File: config.mk
export PLATFORM = sky130hd
export DESIGN_NAME = packbits_row_encoder_top
export DESIGN_NICKNAME = d
export VERILOG_FILES = /design/src/hw/rtl/pbre_pkg.sv /design/src/hw/rtl/pbre_store.sv /design/src/hw/rtl/pbre_cmd_queue.sv /design/src/hw/rtl/pbre_front.sv /design/src/hw/rtl/pbre_back.sv /design/src/hw/rtl/packbits_row_encoder_top.sv
export SDC_FILE = /design/constraint.sdc
export NUM_CORES = 2
export LEC_CHECK = 0
export BUFFER_PORTS_ARGS = -buffer_cell sky130_fd_sc_hd__buf_2
export CAP_MARGIN = 10
export CORE_AREA = 2 2 406 408
export CTS_CLUSTER_SIZE = 30
export DETAILED_ROUTE_END_ITERATION = 10
export DIE_AREA = 0 0 408 410
export PLACE_DENSITY = 0.76
export SLEW_MARGIN = 20
export SYNTH_ARGS = -nofsm -noshare
export SYNTH_HDL_FRONTEND = slang
export SYNTH_SLANG_ARGS = --single-unit
File: constraint.sdc
create_clock -name clk -period 8 [get_ports clk]
set_input_delay 0.8 -clock clk [delete_from_list [all_inputs] [get_ports clk]]
set_output_delay 0.8 -clock clk [all_outputs]
set_load 0.05 [all_outputs]
File: src/hw/rtl/pbre_pkg.sv
// ----------------------------------------------------------------------------
// pbre_pkg
// Shared types and constants of the PackBits row encoder: packet and
// command descriptors passed from the front end to the back end.
// ----------------------------------------------------------------------------
package pbre_pkg;

  localparam int RESULT_CAP = 18;
  localparam int RCNT_W     = 5;
  localparam int CMD_DEPTH  = 4;
  localparam int LEN_W      = 8;
  localparam int WORD_BYTES = 8;

  typedef enum logic {
    PKT_LITERAL = 1'b0,
    PKT_RUN     = 1'b1
  } pkt_kind_t;

  typedef struct packed {
    pkt_kind_t        kind;
    logic             bank;
    logic [LEN_W-1:0] len;
    logic [7:0]       header;
    logic [7:0]       value;
  } pkt_t;

  typedef struct packed {
    logic has_a;
    logic has_b;
    pkt_t a;
    pkt_t b;
  } cmd_t;

endpackage

File: src/hw/rtl/pbre_store.sv
// ----------------------------------------------------------------------------
// pbre_store
// Two-bank literal byte store. Bytes are written one lane at a time;
// reads return one full row of output width, registered.
// ----------------------------------------------------------------------------
module pbre_store #(
  parameter int MAX_PACKET = 128,
  parameter int OUT_BYTES  = 8,
  localparam int ROWS   = (MAX_PACKET + OUT_BYTES - 1) / OUT_BYTES,
  localparam int ROW_W  = (ROWS > 1) ? $clog2(ROWS) : 1,
  localparam int LANE_W = (OUT_BYTES > 1) ? $clog2(OUT_BYTES) : 1,
  localparam int ADDR_W = ROW_W + 1
) (
  input  logic                   clk,
  input  logic                   wr_en,
  input  logic [ADDR_W-1:0]      wr_addr,
  input  logic [LANE_W-1:0]      wr_lane,
  input  logic [7:0]             wr_data,
  input  logic                   rd_en,
  input  logic [ADDR_W-1:0]      rd_addr,
  output logic [OUT_BYTES*8-1:0] rd_data
);

  logic [OUT_BYTES*8-1:0] mem [2**ADDR_W];

  always_ff @(posedge clk) begin
    if (wr_en) begin
      mem[wr_addr][{wr_lane, 3'b000} +: 8] <= wr_data;
    end
    if (rd_en) begin
      rd_data <= mem[rd_addr];
    end
  end

endmodule

File: src/hw/rtl/pbre_cmd_queue.sv
// ----------------------------------------------------------------------------
// pbre_cmd_queue
// Short command queue between the front end and the back end.
// ----------------------------------------------------------------------------
module pbre_cmd_queue (
  input  logic           clk,
  input  logic           rst,
  input  logic           push,
  output logic           full,
  input  pbre_pkg::cmd_t din,
  input  logic           pop,
  output logic           empty,
  output pbre_pkg::cmd_t dout
);

  import pbre_pkg::*;

  localparam int PTR_W = $clog2(CMD_DEPTH);

  cmd_t             slots [CMD_DEPTH];
  logic [PTR_W-1:0] wr_ptr;
  logic [PTR_W-1:0] rd_ptr;
  logic [PTR_W:0]   count;
  logic             do_push;
  logic             do_pop;

  assign full    = (count == (PTR_W + 1)'(CMD_DEPTH));
  assign empty   = (count == '0);
  assign dout    = slots[rd_ptr];
  assign do_push = push && !full;
  assign do_pop  = pop && !empty;

  always_ff @(posedge clk) begin
    if (rst) begin
      wr_ptr <= '0;
      rd_ptr <= '0;
      count  <= '0;
    end else begin
      if (do_push) begin
        wr_ptr <= wr_ptr + 1'b1;
      end
      if (do_pop) begin
        rd_ptr <= rd_ptr + 1'b1;
      end
      if (do_push && !do_pop) begin
        count <= count + 1'b1;
      end else if (!do_push && do_pop) begin
        count <= count - 1'b1;
      end
    end
  end

  always_ff @(posedge clk) begin
    if (do_push) begin
      slots[wr_ptr] <= din;
    end
  end

endmodule

File: src/hw/rtl/pbre_front.sv
// ----------------------------------------------------------------------------
// pbre_front
// Input stage and row tracker: buffers literal bytes, detects runs and
// packet boundaries, and queues packet commands for the back end.
// ----------------------------------------------------------------------------
module pbre_front #(
  parameter int MAX_PACKET = 128,
  parameter int MIN_RUN    = 3,
  parameter int OUT_BYTES  = 8,
  localparam int ROWS   = (MAX_PACKET + OUT_BYTES - 1) / OUT_BYTES,
  localparam int ROW_W  = (ROWS > 1) ? $clog2(ROWS) : 1,
  localparam int LANE_W = (OUT_BYTES > 1) ? $clog2(OUT_BYTES) : 1,
  localparam int ADDR_W = ROW_W + 1,
  localparam int FW     = $clog2(2 * MAX_PACKET + 2),
  localparam int RS_W   = $clog2(MAX_PACKET)
) (
  input  logic               clk,
  input  logic               rst,
  input  logic               push,
  output logic               full,
  input  logic [7:0]         data_byte,
  input  logic               row_end,
  output logic               cmd_push,
  input  logic               cmd_full,
  output pbre_pkg::cmd_t     cmd,
  output logic               wr_en,
  output logic [ADDR_W-1:0]  wr_addr,
  output logic [LANE_W-1:0]  wr_lane,
  output logic [7:0]         wr_data,
  input  logic [1:0]         busy_clr
);

  import pbre_pkg::*;

  function automatic pkt_t make_lit(logic bank_sel, logic [7:0] count);
    pkt_t p;
    p.kind   = PKT_LITERAL;
    p.bank   = bank_sel;
    p.len    = LEN_W'({1'b0, count} + 9'd1);
    p.header = count - 8'd1;
    p.value  = 8'h00;
    return p;
  endfunction

  function automatic pkt_t make_run(logic [7:0] value, logic [7:0] count);
    pkt_t p;
    p.kind   = PKT_RUN;
    p.bank   = 1'b0;
    p.len    = LEN_W'(2);
    p.header = 8'(9'd257 - {1'b0, count});
    p.value  = value;
    return p;
  endfunction

  logic              hold_valid;
  logic [7:0]        hold_byte;
  logic              hold_end;
  logic [FW-1:0]     fill_count;
  logic [RS_W-1:0]   run_start;
  logic              in_run_mode;
  logic [7:0]        prev_byte;
  logic              row_open;
  logic              bank;
  logic [ROW_W-1:0]  pos_row;
  logic [LANE_W-1:0] pos_lane;
  logic [1:0]        busy;

  logic [FW-1:0]     fill_count_next;
  logic [RS_W-1:0]   run_start_next;
  logic              in_run_mode_next;
  logic              bank_next;
  logic [ROW_W-1:0]  pos_row_next;
  logic [LANE_W-1:0] pos_lane_next;
  logic [1:0]        busy_next;

  logic              fire;
  logic              span;
  logic              dump_wr;
  logic              a_valid;
  logic              b_valid;
  pkt_t              a_pkt;
  pkt_t              b_pkt;
  logic [FW-1:0]     fill_inc;
  logic [FW-1:0]     run_len;
  logic              lane_last;

  always_comb begin
    fill_inc         = fill_count + 1'b1;
    run_len          = fill_inc - FW'(run_start);
    lane_last        = (pos_lane == LANE_W'(OUT_BYTES - 1));
    span             = 1'b0;
    dump_wr          = 1'b0;
    a_valid          = 1'b0;
    a_pkt            = '0;
    fill_count_next  = fill_count;
    run_start_next   = run_start;
    in_run_mode_next = in_run_mode;
    bank_next        = bank;
    pos_row_next     = pos_row;
    pos_lane_next    = pos_lane;

    if (!row_open) begin
      span = 1'b1;
    end else if (!in_run_mode) begin
      fill_count_next = fill_inc;
      dump_wr         = (fill_count < FW'(MAX_PACKET));
      pos_lane_next   = lane_last ? '0 : pos_lane + 1'b1;
      pos_row_next    = lane_last ? pos_row + 1'b1 : pos_row;
      if (fill_inc > FW'(MAX_PACKET)) begin
        a_valid = 1'b1;
        a_pkt   = make_lit(bank, 8'(MAX_PACKET));
        span    = 1'b1;
      end else if (hold_byte == prev_byte) begin
        if (run_len >= FW'(MIN_RUN)) begin
          if (run_start != '0) begin
            a_valid = 1'b1;
            a_pkt   = make_lit(bank, 8'(run_start));
          end
          in_run_mode_next = 1'b1;
        end else if (run_start == '0) begin
          in_run_mode_next = 1'b1;
        end
      end else begin
        run_start_next = RS_W'(fill_count);
      end
    end else begin
      fill_count_next = fill_inc;
      if (hold_byte != prev_byte || run_len > FW'(MAX_PACKET)) begin
        a_valid = 1'b1;
        a_pkt   = make_run(prev_byte, 8'(fill_count - FW'(run_start)));
        span    = 1'b1;
      end
    end

    if (span) begin
      bank_next        = !bank;
      fill_count_next  = FW'(1);
      run_start_next   = '0;
      in_run_mode_next = 1'b0;
      pos_row_next     = (OUT_BYTES == 1) ? ROW_W'(1) : '0;
      pos_lane_next    = (OUT_BYTES == 1) ? '0 : LANE_W'(1);
    end

    b_valid = hold_end;
    if (in_run_mode_next) begin
      b_pkt = make_run(hold_byte, 8'(fill_count_next - FW'(run_start_next)));
    end else begin
      b_pkt = make_lit(bank_next, 8'(fill_count_next));
    end
  end

  assign fire     = hold_valid && !((a_valid || b_valid) && cmd_full)
                    && !(span && busy[!bank]);
  assign full     = hold_valid && !fire;
  assign cmd_push = fire && (a_valid || b_valid);
  assign cmd      = '{has_a: a_valid, has_b: b_valid, a: a_pkt, b: b_pkt};

  assign wr_en   = fire && (span || dump_wr);
  assign wr_addr = span ? {!bank, ROW_W'(0)} : {bank, pos_row};
  assign wr_lane = span ? '0 : pos_lane;
  assign wr_data = hold_byte;

  always_comb begin
    busy_next = busy & ~busy_clr;
    if (fire && a_valid && a_pkt.kind == PKT_LITERAL) begin
      busy_next[a_pkt.bank] = 1'b1;
    end
    if (fire && b_valid && b_pkt.kind == PKT_LITERAL) begin
      busy_next[b_pkt.bank] = 1'b1;
    end
  end

  always_ff @(posedge clk) begin
    if (rst) begin
      hold_valid  <= 1'b0;
      fill_count  <= '0;
      run_start   <= '0;
      in_run_mode <= 1'b0;
      prev_byte   <= 8'h00;
      row_open    <= 1'b0;
      bank        <= 1'b0;
      pos_row     <= '0;
      pos_lane    <= '0;
      busy        <= 2'b00;
    end else begin
      busy <= busy_next;
      if (push && !full) begin
        hold_valid <= 1'b1;
      end else if (fire) begin
        hold_valid <= 1'b0;
      end
      if (fire) begin
        fill_count  <= fill_count_next;
        run_start   <= run_start_next;
        in_run_mode <= in_run_mode_next;
        prev_byte   <= hold_byte;
        row_open    <= !hold_end;
        bank        <= bank_next;
        pos_row     <= pos_row_next;
        pos_lane    <= pos_lane_next;
      end
    end
  end

  always_ff @(posedge clk) begin
    if (push && !full) begin
      hold_byte <= data_byte;
      hold_end  <= row_end;
    end
  end

endmodule

File: src/hw/rtl/pbre_back.sv
// ----------------------------------------------------------------------------
// pbre_back
// Packet sequencer and output register: walks each queued command, reads
// literal rows from the store and emits one chunk of up to OUT_BYTES bytes
// per transaction.
// ----------------------------------------------------------------------------
module pbre_back #(
  parameter int MAX_PACKET = 128,
  parameter int OUT_BYTES  = 8,
  localparam int ROWS   = (MAX_PACKET + OUT_BYTES - 1) / OUT_BYTES,
  localparam int ROW_W  = (ROWS > 1) ? $clog2(ROWS) : 1,
  localparam int ADDR_W = ROW_W + 1
) (
  input  logic                   clk,
  input  logic                   rst,
  input  logic                   q_empty,
  output logic                   q_pop,
  input  pbre_pkg::cmd_t         cmd,
  output logic [1:0]             busy_clr,
  output logic                   rd_en,
  output logic [ADDR_W-1:0]      rd_addr,
  input  logic [OUT_BYTES*8-1:0] rd_data,
  output logic                   empty,
  input  logic                   pop,
  output logic [63:0]            packed_bytes,
  output logic [3:0]             byte_count,
  output logic                   last
);

  import pbre_pkg::*;

  logic              pkt_sel;
  logic              first;
  logic [LEN_W-1:0]  rem;
  logic [ROW_W-1:0]  row;
  logic [RCNT_W-1:0] rcount;

  logic              out_valid;
  pkt_kind_t         o_kind;
  logic              o_first;
  logic [7:0]        o_header;
  logic [7:0]        o_value;
  logic [3:0]        o_take;
  logic              o_last;
  logic [7:0]        carry;

  pkt_t              cur;
  logic              last_pkt;
  logic [LEN_W-1:0]  rem_cur;
  logic [ROW_W-1:0]  row_cur;
  logic              pkt_done;
  logic              cmd_done;
  logic [3:0]        take;
  logic              issue;
  logic [7:0]        lane_byte [WORD_BYTES];

  always_comb begin
    cur      = (!pkt_sel && cmd.has_a) ? cmd.a : cmd.b;
    last_pkt = pkt_sel || !cmd.has_a || !cmd.has_b;
    rem_cur  = first ? cur.len : rem;
    row_cur  = first ? '0 : row;
    pkt_done = (rem_cur <= LEN_W'(OUT_BYTES));
    take     = pkt_done ? 4'(rem_cur) : 4'(OUT_BYTES);
    cmd_done = (pkt_done && last_pkt) || (rcount == RCNT_W'(RESULT_CAP - 1));
    issue    = !q_empty && (!out_valid || pop);
    q_pop    = issue && cmd_done;
    rd_en    = issue;
    rd_addr  = {cur.bank, row_cur};
    busy_clr = 2'b00;
    if (q_pop && cmd.has_a && cmd.a.kind == PKT_LITERAL) begin
      busy_clr[cmd.a.bank] = 1'b1;
    end
    if (q_pop && cmd.has_b && cmd.b.kind == PKT_LITERAL) begin
      busy_clr[cmd.b.bank] = 1'b1;
    end
  end

  always_ff @(posedge clk) begin
    if (rst) begin
      pkt_sel   <= 1'b0;
      first     <= 1'b1;
      rcount    <= '0;
      out_valid <= 1'b0;
    end else begin
      if (issue) begin
        out_valid <= 1'b1;
      end else if (pop) begin
        out_valid <= 1'b0;
      end
      if (issue) begin
        if (cmd_done) begin
          pkt_sel <= 1'b0;
          first   <= 1'b1;
          rcount  <= '0;
        end else if (pkt_done) begin
          pkt_sel <= 1'b1;
          first   <= 1'b1;
          rcount  <= rcount + 1'b1;
        end else begin
          first   <= 1'b0;
          rcount  <= rcount + 1'b1;
        end
      end
    end
  end

  always_ff @(posedge clk) begin
    if (issue) begin
      rem      <= rem_cur - LEN_W'(OUT_BYTES);
      row      <= row_cur + 1'b1;
      o_kind   <= cur.kind;
      o_first  <= first;
      o_header <= cur.header;
      o_value  <= cur.value;
      o_take   <= take;
      o_last   <= cmd_done;
      carry    <= rd_data[OUT_BYTES*8-1 -: 8];
    end
  end

  for (genvar j = 0; j < WORD_BYTES; j++) begin : g_lane
    if (j == 0) begin : g_head
      assign lane_byte[j] = o_first ? o_header :
                            (o_kind == PKT_LITERAL) ? carry : o_value;
    end else if (j < OUT_BYTES) begin : g_body
      assign lane_byte[j] = (o_kind == PKT_LITERAL) ? rd_data[(j-1)*8 +: 8] : o_value;
    end else begin : g_unused
      assign lane_byte[j] = 8'h00;
    end
    assign packed_bytes[j*8 +: 8] = (4'(j) < o_take) ? lane_byte[j] : 8'h00;
  end

  assign empty      = !out_valid;
  assign byte_count = o_take;
  assign last       = o_last;

endmodule

File: src/hw/rtl/packbits_row_encoder_top.sv
// ----------------------------------------------------------------------------
// packbits_row_encoder_top
// PackBits row encoder: one raw byte per input transaction, packed output
// chunks of up to OUT_BYTES encoded bytes per result transaction.
//
// Input side is a queue write port: push a byte with row_end marking the
// last byte of a row while full is low. Result side is a queue read port:
// while empty is low the oldest chunk sits on packed_bytes/byte_count/last;
// pop takes it. last marks the final chunk caused by one input byte.
// The front end takes one byte per cycle while full is low. The back end
// reads one literal row per chunk through the single store read port; a
// byte passes the front end hold register and the command queue before its
// first chunk reaches the output register. Literal bytes sit in two store
// banks, so the front end keeps filling one while the other drains; it holds
// full only when it must open a new span in a bank still being read, or when
// the 4-entry command queue is full. A stalled receiver backs up through the
// queue to full. Reset clears all control state; the store needs no clearing
// pass.
// ----------------------------------------------------------------------------
module packbits_row_encoder_top #(
  parameter int MAX_PACKET = 128,
  parameter int MIN_RUN    = 3,
  parameter int OUT_BYTES  = 8
) (
  input  logic        clk,
  input  logic        rst,
  input  logic        push,
  output logic        full,
  input  logic [7:0]  data_byte,
  input  logic        row_end,
  output logic        empty,
  input  logic        pop,
  output logic [63:0] packed_bytes,
  output logic [3:0]  byte_count,
  output logic        last
);

  import pbre_pkg::*;

  localparam int ROWS   = (MAX_PACKET + OUT_BYTES - 1) / OUT_BYTES;
  localparam int ROW_W  = (ROWS > 1) ? $clog2(ROWS) : 1;
  localparam int LANE_W = (OUT_BYTES > 1) ? $clog2(OUT_BYTES) : 1;
  localparam int ADDR_W = ROW_W + 1;

  logic                   cmd_push;
  logic                   cmd_full;
  cmd_t                   cmd_in;
  logic                   cmd_pop;
  logic                   cmd_empty;
  cmd_t                   cmd_head;
  logic                   wr_en;
  logic [ADDR_W-1:0]      wr_addr;
  logic [LANE_W-1:0]      wr_lane;
  logic [7:0]             wr_data;
  logic                   rd_en;
  logic [ADDR_W-1:0]      rd_addr;
  logic [OUT_BYTES*8-1:0] rd_data;
  logic [1:0]             busy_clr;

  pbre_front #(
    .MAX_PACKET (MAX_PACKET),
    .MIN_RUN    (MIN_RUN),
    .OUT_BYTES  (OUT_BYTES)
  ) u_front (
    .clk       (clk),
    .rst       (rst),
    .push      (push),
    .full      (full),
    .data_byte (data_byte),
    .row_end   (row_end),
    .cmd_push  (cmd_push),
    .cmd_full  (cmd_full),
    .cmd       (cmd_in),
    .wr_en     (wr_en),
    .wr_addr   (wr_addr),
    .wr_lane   (wr_lane),
    .wr_data   (wr_data),
    .busy_clr  (busy_clr)
  );

  pbre_cmd_queue u_queue (
    .clk   (clk),
    .rst   (rst),
    .push  (cmd_push),
    .full  (cmd_full),
    .din   (cmd_in),
    .pop   (cmd_pop),
    .empty (cmd_empty),
    .dout  (cmd_head)
  );

  pbre_store #(
    .MAX_PACKET (MAX_PACKET),
    .OUT_BYTES  (OUT_BYTES)
  ) u_store (
    .clk     (clk),
    .wr_en   (wr_en),
    .wr_addr (wr_addr),
    .wr_lane (wr_lane),
    .wr_data (wr_data),
    .rd_en   (rd_en),
    .rd_addr (rd_addr),
    .rd_data (rd_data)
  );

  pbre_back #(
    .MAX_PACKET (MAX_PACKET),
    .OUT_BYTES  (OUT_BYTES)
  ) u_back (
    .clk          (clk),
    .rst          (rst),
    .q_empty      (cmd_empty),
    .q_pop        (cmd_pop),
    .cmd          (cmd_head),
    .busy_clr     (busy_clr),
    .rd_en        (rd_en),
    .rd_addr      (rd_addr),
    .rd_data      (rd_data),
    .empty        (empty),
    .pop          (pop),
    .packed_bytes (packed_bytes),
    .byte_count   (byte_count),
    .last         (last)
  );

endmodule
======== Word-level counts from Yosys, hierarchy flattened ========
Memories as Yosys holds them, arrays and structs flattened. A register that Yosys moved wholly into a read port is not among the register bits.
Cells that the tools add are included.
storage, ports and cells
  bits in registers ....................... 104
  RAM bits ................................ 2,264
  input bits .............................. 13
  memories kept ........................... 2
cells by class
  add/subtract/negate cells ............... 20
  magnitude comparators ................... 22
  equal/unequal tests ..................... 6
  shift-type cells ........................ 2
  mux-type cells .......................... 96
  bitwise gates (word level) .............. 9
  reductions and logical operators ........ 61
memory list
  memory         depth  width  rd ports  clocked after Yosys merged registers in  write ports  line                  text
  u_store.mem    32     64     1         1                                        1            pbre_store.sv:24      logic [OUT_BYTES*8-1:0] mem [2**ADDR_W];
  u_queue.slots  4      54     1         1                                        1            pbre_cmd_queue.sv:20  cmd_t slots [CMD_DEPTH];
operators with widths
  kind                      number
  $mux W26                  8
  $mux W8                   18
  $mux W64                  1
  $shift A8 B8 Y64 const A  1
  $shiftx A8 B8 Y64         1
  $mux W1                   37
  $mux W7                   5
  $logic_and A1 B1 Y1       28
  $mux W25                  1
  $mux W3                   7
  $mux W4                   5
  $gt A9 B8 Y1 const B      2
  $mux W9                   2
  $lt A3 B4 Y1 const A      4
  $sub A1 B8 Y8 const A     2
  $sub A8 B7 Y8             2
  $logic_not A1 Y1          14
  $mux W2                   6
  $reduce_bool A2 Y1        6
  $lt A1 B2 Y1 const B      5
  $mux W5                   2
  $add A9 B1 Y9 const B     1
  $ge A9 B2 Y1 const B      1
  $lt A9 B8 Y1 const B      1
  other kinds (33)          56

======== Depth between registers and ports, before layout ========
  word-level depth ........................ 19
  mapped depth ............................ 30

======== Hierarchy ========
From an unflattened synthesis, not the netlist that was laid out.
second synthesis, totals
  cell total of the unflattened synthesis .. 5,210
  area total of the unflattened synthesis .. 97,857.6 sq um
modules (own cells, without submodules)
  module          times used  cells an instance  area each (sq um)
  pbre_store      1           3,900              81,475.6
  pbre_cmd_queue  1           330                8,326.7
  pbre_front      1           575                4,581.9
  pbre_back       1           405                3,473.3

======== Least setup slack after synthesis ========
OpenSTA, ideal clock, no wires.
  path type ............................... register to register
  from .................................... register u_front.fill_count[0]
  to ...................................... memory u_store.mem[16][32] (netlist name) (enable)
  setup time .............................. 370 ps
  data arrival time ....................... 5,659 ps
  required time ........................... 7,630 ps
  setup slack ............................. 1,971 ps
  cell stages (with the launch flop) ...... 25
  clock period less this slack ............ 6,029 ps
  cells stage by stage .................... dfxtp_1 > ha_1 > clkbuf_1 > nand3_1 > xnor2_1 > inv_1 > ha_1 > o211a_1 > o31a_1 > or3_1 > a211oi_1 > o21ai_1 > o41a_1 > o21ai_1 > buf_2 > clkbuf_1 > nand2_1 > ha_1 > ha_1 > nor2_1 > o21ai_0 > nor4b_4 > nand3_1 > buf_2 > nor2_1
between the ends
  longest elaborated chain between the ends .. 16
  elaborated cells between the ends (all ways) .. 33
  classes of those cells .................. add/sub (3); order compare (4); shift (1); mux (15); reduce/logical (10)
RTL lines
  element                                                 line               text
  start, declared                                         pbre_front.sv:58   logic [FW-1:0] fill_count;
  start signal, assigned                                  pbre_front.sv:193  fill_count <= fill_count_next;
  branches (longest 16 deep; another with $add A9 B1 Y9)  n/a
  end, declared                                           pbre_store.sv:24
Parallel ways; which one is timed is not known.

======== Final worst setup path ========
  from .................................... register u_front.fill_count[0]
  to ...................................... memory u_store.mem[8][5] (netlist name) (enable)
Same word-level chain as after synthesis.

==> metrics <==
status=complete, no violations; worst slack, placed=around 0.73 ns; vias in the first global route=48974; routed wire length=~250000 um; Worst Path Max Fanout=32; hold wc startpoint=data_byte[5]; port buffer count=83; ys flop type=edfxtp_1; hold worst-path end=u_front.wr_data[5]; reg-to-reg endpoint=u_store.mem[8][5]; area of the multi-input gates=23270 um^2; share of cells above drive strength 1=between 20% and 30%; Nets=~5100; Syn. warnings=0; synthesized instance count=4882; dpl hpwl=around 150000 um; largest net degree at the start of global routing=130; Hold Buf Count CTS=0; post-synthesis instance area=about 97000 um^2; Initial DRC Count=between 7000 and 8000; worst-margin pin slew=~1.2 ns; Final Hold Viols=0; Slew headroom=20.32%; Synth Area per Inst=19.88 um^2; total power=approximately 30 mW; Placer Congestion=about 0.9; Synth async-reset ratio=0%; grt ovf=0; FF+latch count, synth=between 2000 and 2500; final period demand of the worst path=7.508 ns; worst vdd ir=~230 uV; main combinational cell family by area after synthesis=multiplexers; Sink Count=between 2000 and 2500; Worst-Skew Late Latency=just under 0.9 ns; RSZ-0062 raised after global routing=no; Crit. End Element=flip-flop; WP data arrival=roughly 8 ns; Worst Skew=0.07041 ns; Synth Area in Adders=less than 1%; register area share after synthesis=about three quarters; Netlist cell types=between 80 and 90; die span in x=408 um; # resized after CTS=0; endpoints failing setup=0; EDFF count, synth=2380; Syn Nets=approximately 5000; CTS Root Cell=clkbuf_16; FF-to-FF Start=u_front.fill_count[0]; setup tns final=0 ns; CTS tree=built; xor-xnor portion of the synthesized cell area=less than 1%; routed len/inst=approximately 34 um; chip height=410 um; Starting Density=around 59%; initial antenna violation count=22; row count=roughly 150; Synth-to-Final Area Change=11.34%; CTS Buf Count=about 230; startpoint type of the worst setup path=flip-flop; clock-pin slew on the worst setup and hold paths=around 0.06 ns; Pre-antenna DRT Iters=7; Max Cap Viol=0; fmax=0.1332 GHz; HP Class=primary input to flip-flop; Worst EP required=8.46 ns; final setup margin=0.4920 ns; io pins=84; max-slew violations=0; Tot GR Track Use=a little under a third; htree depth=4; Vias/cell=between 6 and 7; Sequential Area=72550 um^2; Post-route DRC=0; fin crit share=93.85%; # Post-CTS Setup Buffers=0; FF-to-FF path depth=21; Core Region=about 160000 um^2; crit path kind=flip-flop to flip-flop; DR vias=50790; Fillers=~10000; multiplexer share of the synthesized area=15.26%; pwr dens=between 200 and 300 nW/um^2; Post-Synth Simple-Gate Area=about 3.8%; r2r setup slk=about 0.5 ns; antenna-violating nets left=0; global-route wire length before repair=between 300000 and 400000 um; compound-gate portion of the synthesized area=3.407%; Worst Hold Depth=1; Leak=32.66 nW; Die ar.=around 170000 um^2; deepest clock path buffer count=3
-- layer usage --
metal / global-route usage [%] / up-vias / wire length (um) / part of all wire, %
li1: - / 20354 / - / -
met1: 41.43 / 26190 / 90960 / 36
met2: 44.47 / 3704 / 117000 / 47
met3: 9.471 / 518 / 31710 / 13
met4: 15.13 / 24 / 11330 / 4.5
met5: 0 / - / 159 / 0.063
-- state kept, by name (all words and copies together) (netlist names), 5 cells and up, named ones only --
register,count
u_front.fill_count,9
u_back.o_value,8
u_back.rem,8
u_front.prev_byte,8
u_store.rd_data,64
u_queue.slots,216
u_back.rcount,5
u_front.run_start,7
u_front.wr_data,8
u_back.carry,8
u_store.mem,2048
u_back.o_header,8
-- critical path, stage by stage (launching register included) --
cell,delay (ns)
dfxtp_1,0.46
ha_1,0.40
nand3_1,0.14
xnor2_1,0.41
inv_1,0.19
ha_1,0.37
o211a_1,0.15
o31a_1,0.12
or3_1,0.38
a211oi_1,0.27
o21ai_1,0.16
o41a_1,0.44
o21ai_1,0.90
nand2_1,0.14
ha_1,0.24
ha_1,0.38
nor2_1,0.16
nand2_1,0.07
a21oi_1,0.66
nand3_1,0.15
buf_4,0.32
nor2_1,0.60
-- worst max path at each step --
stage	end	from	cells after the start	slack [ns]
after floorplan	u_store.mem[16][32]	u_front.fill_count[0]	24	1.97
after global placement	u_store.mem[3][36]	u_front.fill_count[0]	21	0.99
after detailed placement	u_store.mem[17][35]	u_front.fill_count[1]	21	0.73
after CTS	u_store.mem[5][4]	u_front.fill_count[1]	21	0.71
after global routing	u_store.mem[5][4]	u_front.fill_count[1]	21	0.07
final	u_store.mem[8][5]	u_front.fill_count[0]	21	0.49
-- layout make-up --
class | count | share of cell area [%]
antenna | 25 | 0.05791
clock buffer | 269 | 5.421
clock inverter | 157 | 1.753
inverter | 58 | 0.2177
multi-input combinational | 2109 | 21.54
sequential | 2434 | 67.16
tap | 2189 | 2.535
timing repair buffer | 207 | 1.318
-- cell usage after synthesis, drive strengths merged (21+ instances only) --
| cell type | count | share of area, % |
|---|---|---|
| inv | 54 | 0.21 |
| o221ai | 78 | 0.70 |
| a21oi | 123 | 0.64 |
| mux4 | 602 | 14 |
| buf | 77 | 0.36 |
| o22ai | 79 | 0.51 |
| nand2b | 71 | 0.46 |
| ha | 54 | 0.70 |
| nand3 | 38 | 0.20 |
| o21ai | 112 | 0.58 |
| clkbuf | 204 | 0.79 |
| nor2 | 334 | 1.3 |
| xor2 | 21 | 0.19 |
| nand2 | 138 | 0.58 |
| nor3 | 30 | 0.17 |
| and2 | 86 | 0.55 |
| dfxtp | 54 | 1.1 |
| edfxtp | 2380 | 74 |
| xnor2 | 44 | 0.40 |
| mux2i | 27 | 0.28 |
| mux2 | 87 | 1.0 |
-- stage by stage --
step                cell area, um^2  std cells  utilization (%)  hold WS, ns
floorplan                     97030       4882                -       0.4003
global placement             100100       6996            61.25       0.4039
detailed placement           100200       6997            61.27       0.4084
CTS                          107900       7423            66.02      0.03078
global route                 108000       7423            66.04      0.06176
finish                       108000       7448            66.08      0.09117
-- cell usage in the layout, fill, tap and decap left out, drive strengths merged, types with 9 or more instances in the layout --
cell      count
inv          61
nand2b       71
a211oi       17
buf         207
nand4         9
and2         86
xor2         21
xnor2        44
dfxtp        54
clkbuf      269
a21o         15
nor3         30
o21ai       112
edfxtp     2380
nor2b        20
bufinv       32
o22ai        79
clkinvlp     14
a21boi       12
nor2        334
diode        25
clkinv      108
mux4        602
o221ai       78
mux2i        27
ha           54
nand3        38
nand2       138
a21oi       123
mux2         87
-- logic make-up (layout without fill, tap and decap cells) --
family,after synthesis,in the layout
and+or+nand+nor,769,769
xor gates and xnor gates,65,65
other,0,25
DFF,2434,2434
AOI/OAI and AO/OA,501,501
muxes,716,716
adders and majority gates,58,58
buffers and inverters,339,691
-- report_power, final --
| group | internal (mW) | switching (mW) | leakage [nW] |
|---|---|---|---|
| Sequential | 14.2 | 0.121 | 21.3 |
| Combinational | 1.72 | 2.73 | 7.65 |
| Clock | 6.31 | 4.81 | 3.75 |
| Total | 22.2 | 7.67 | 32.7 |
Power figures use the tool's default switching activity.
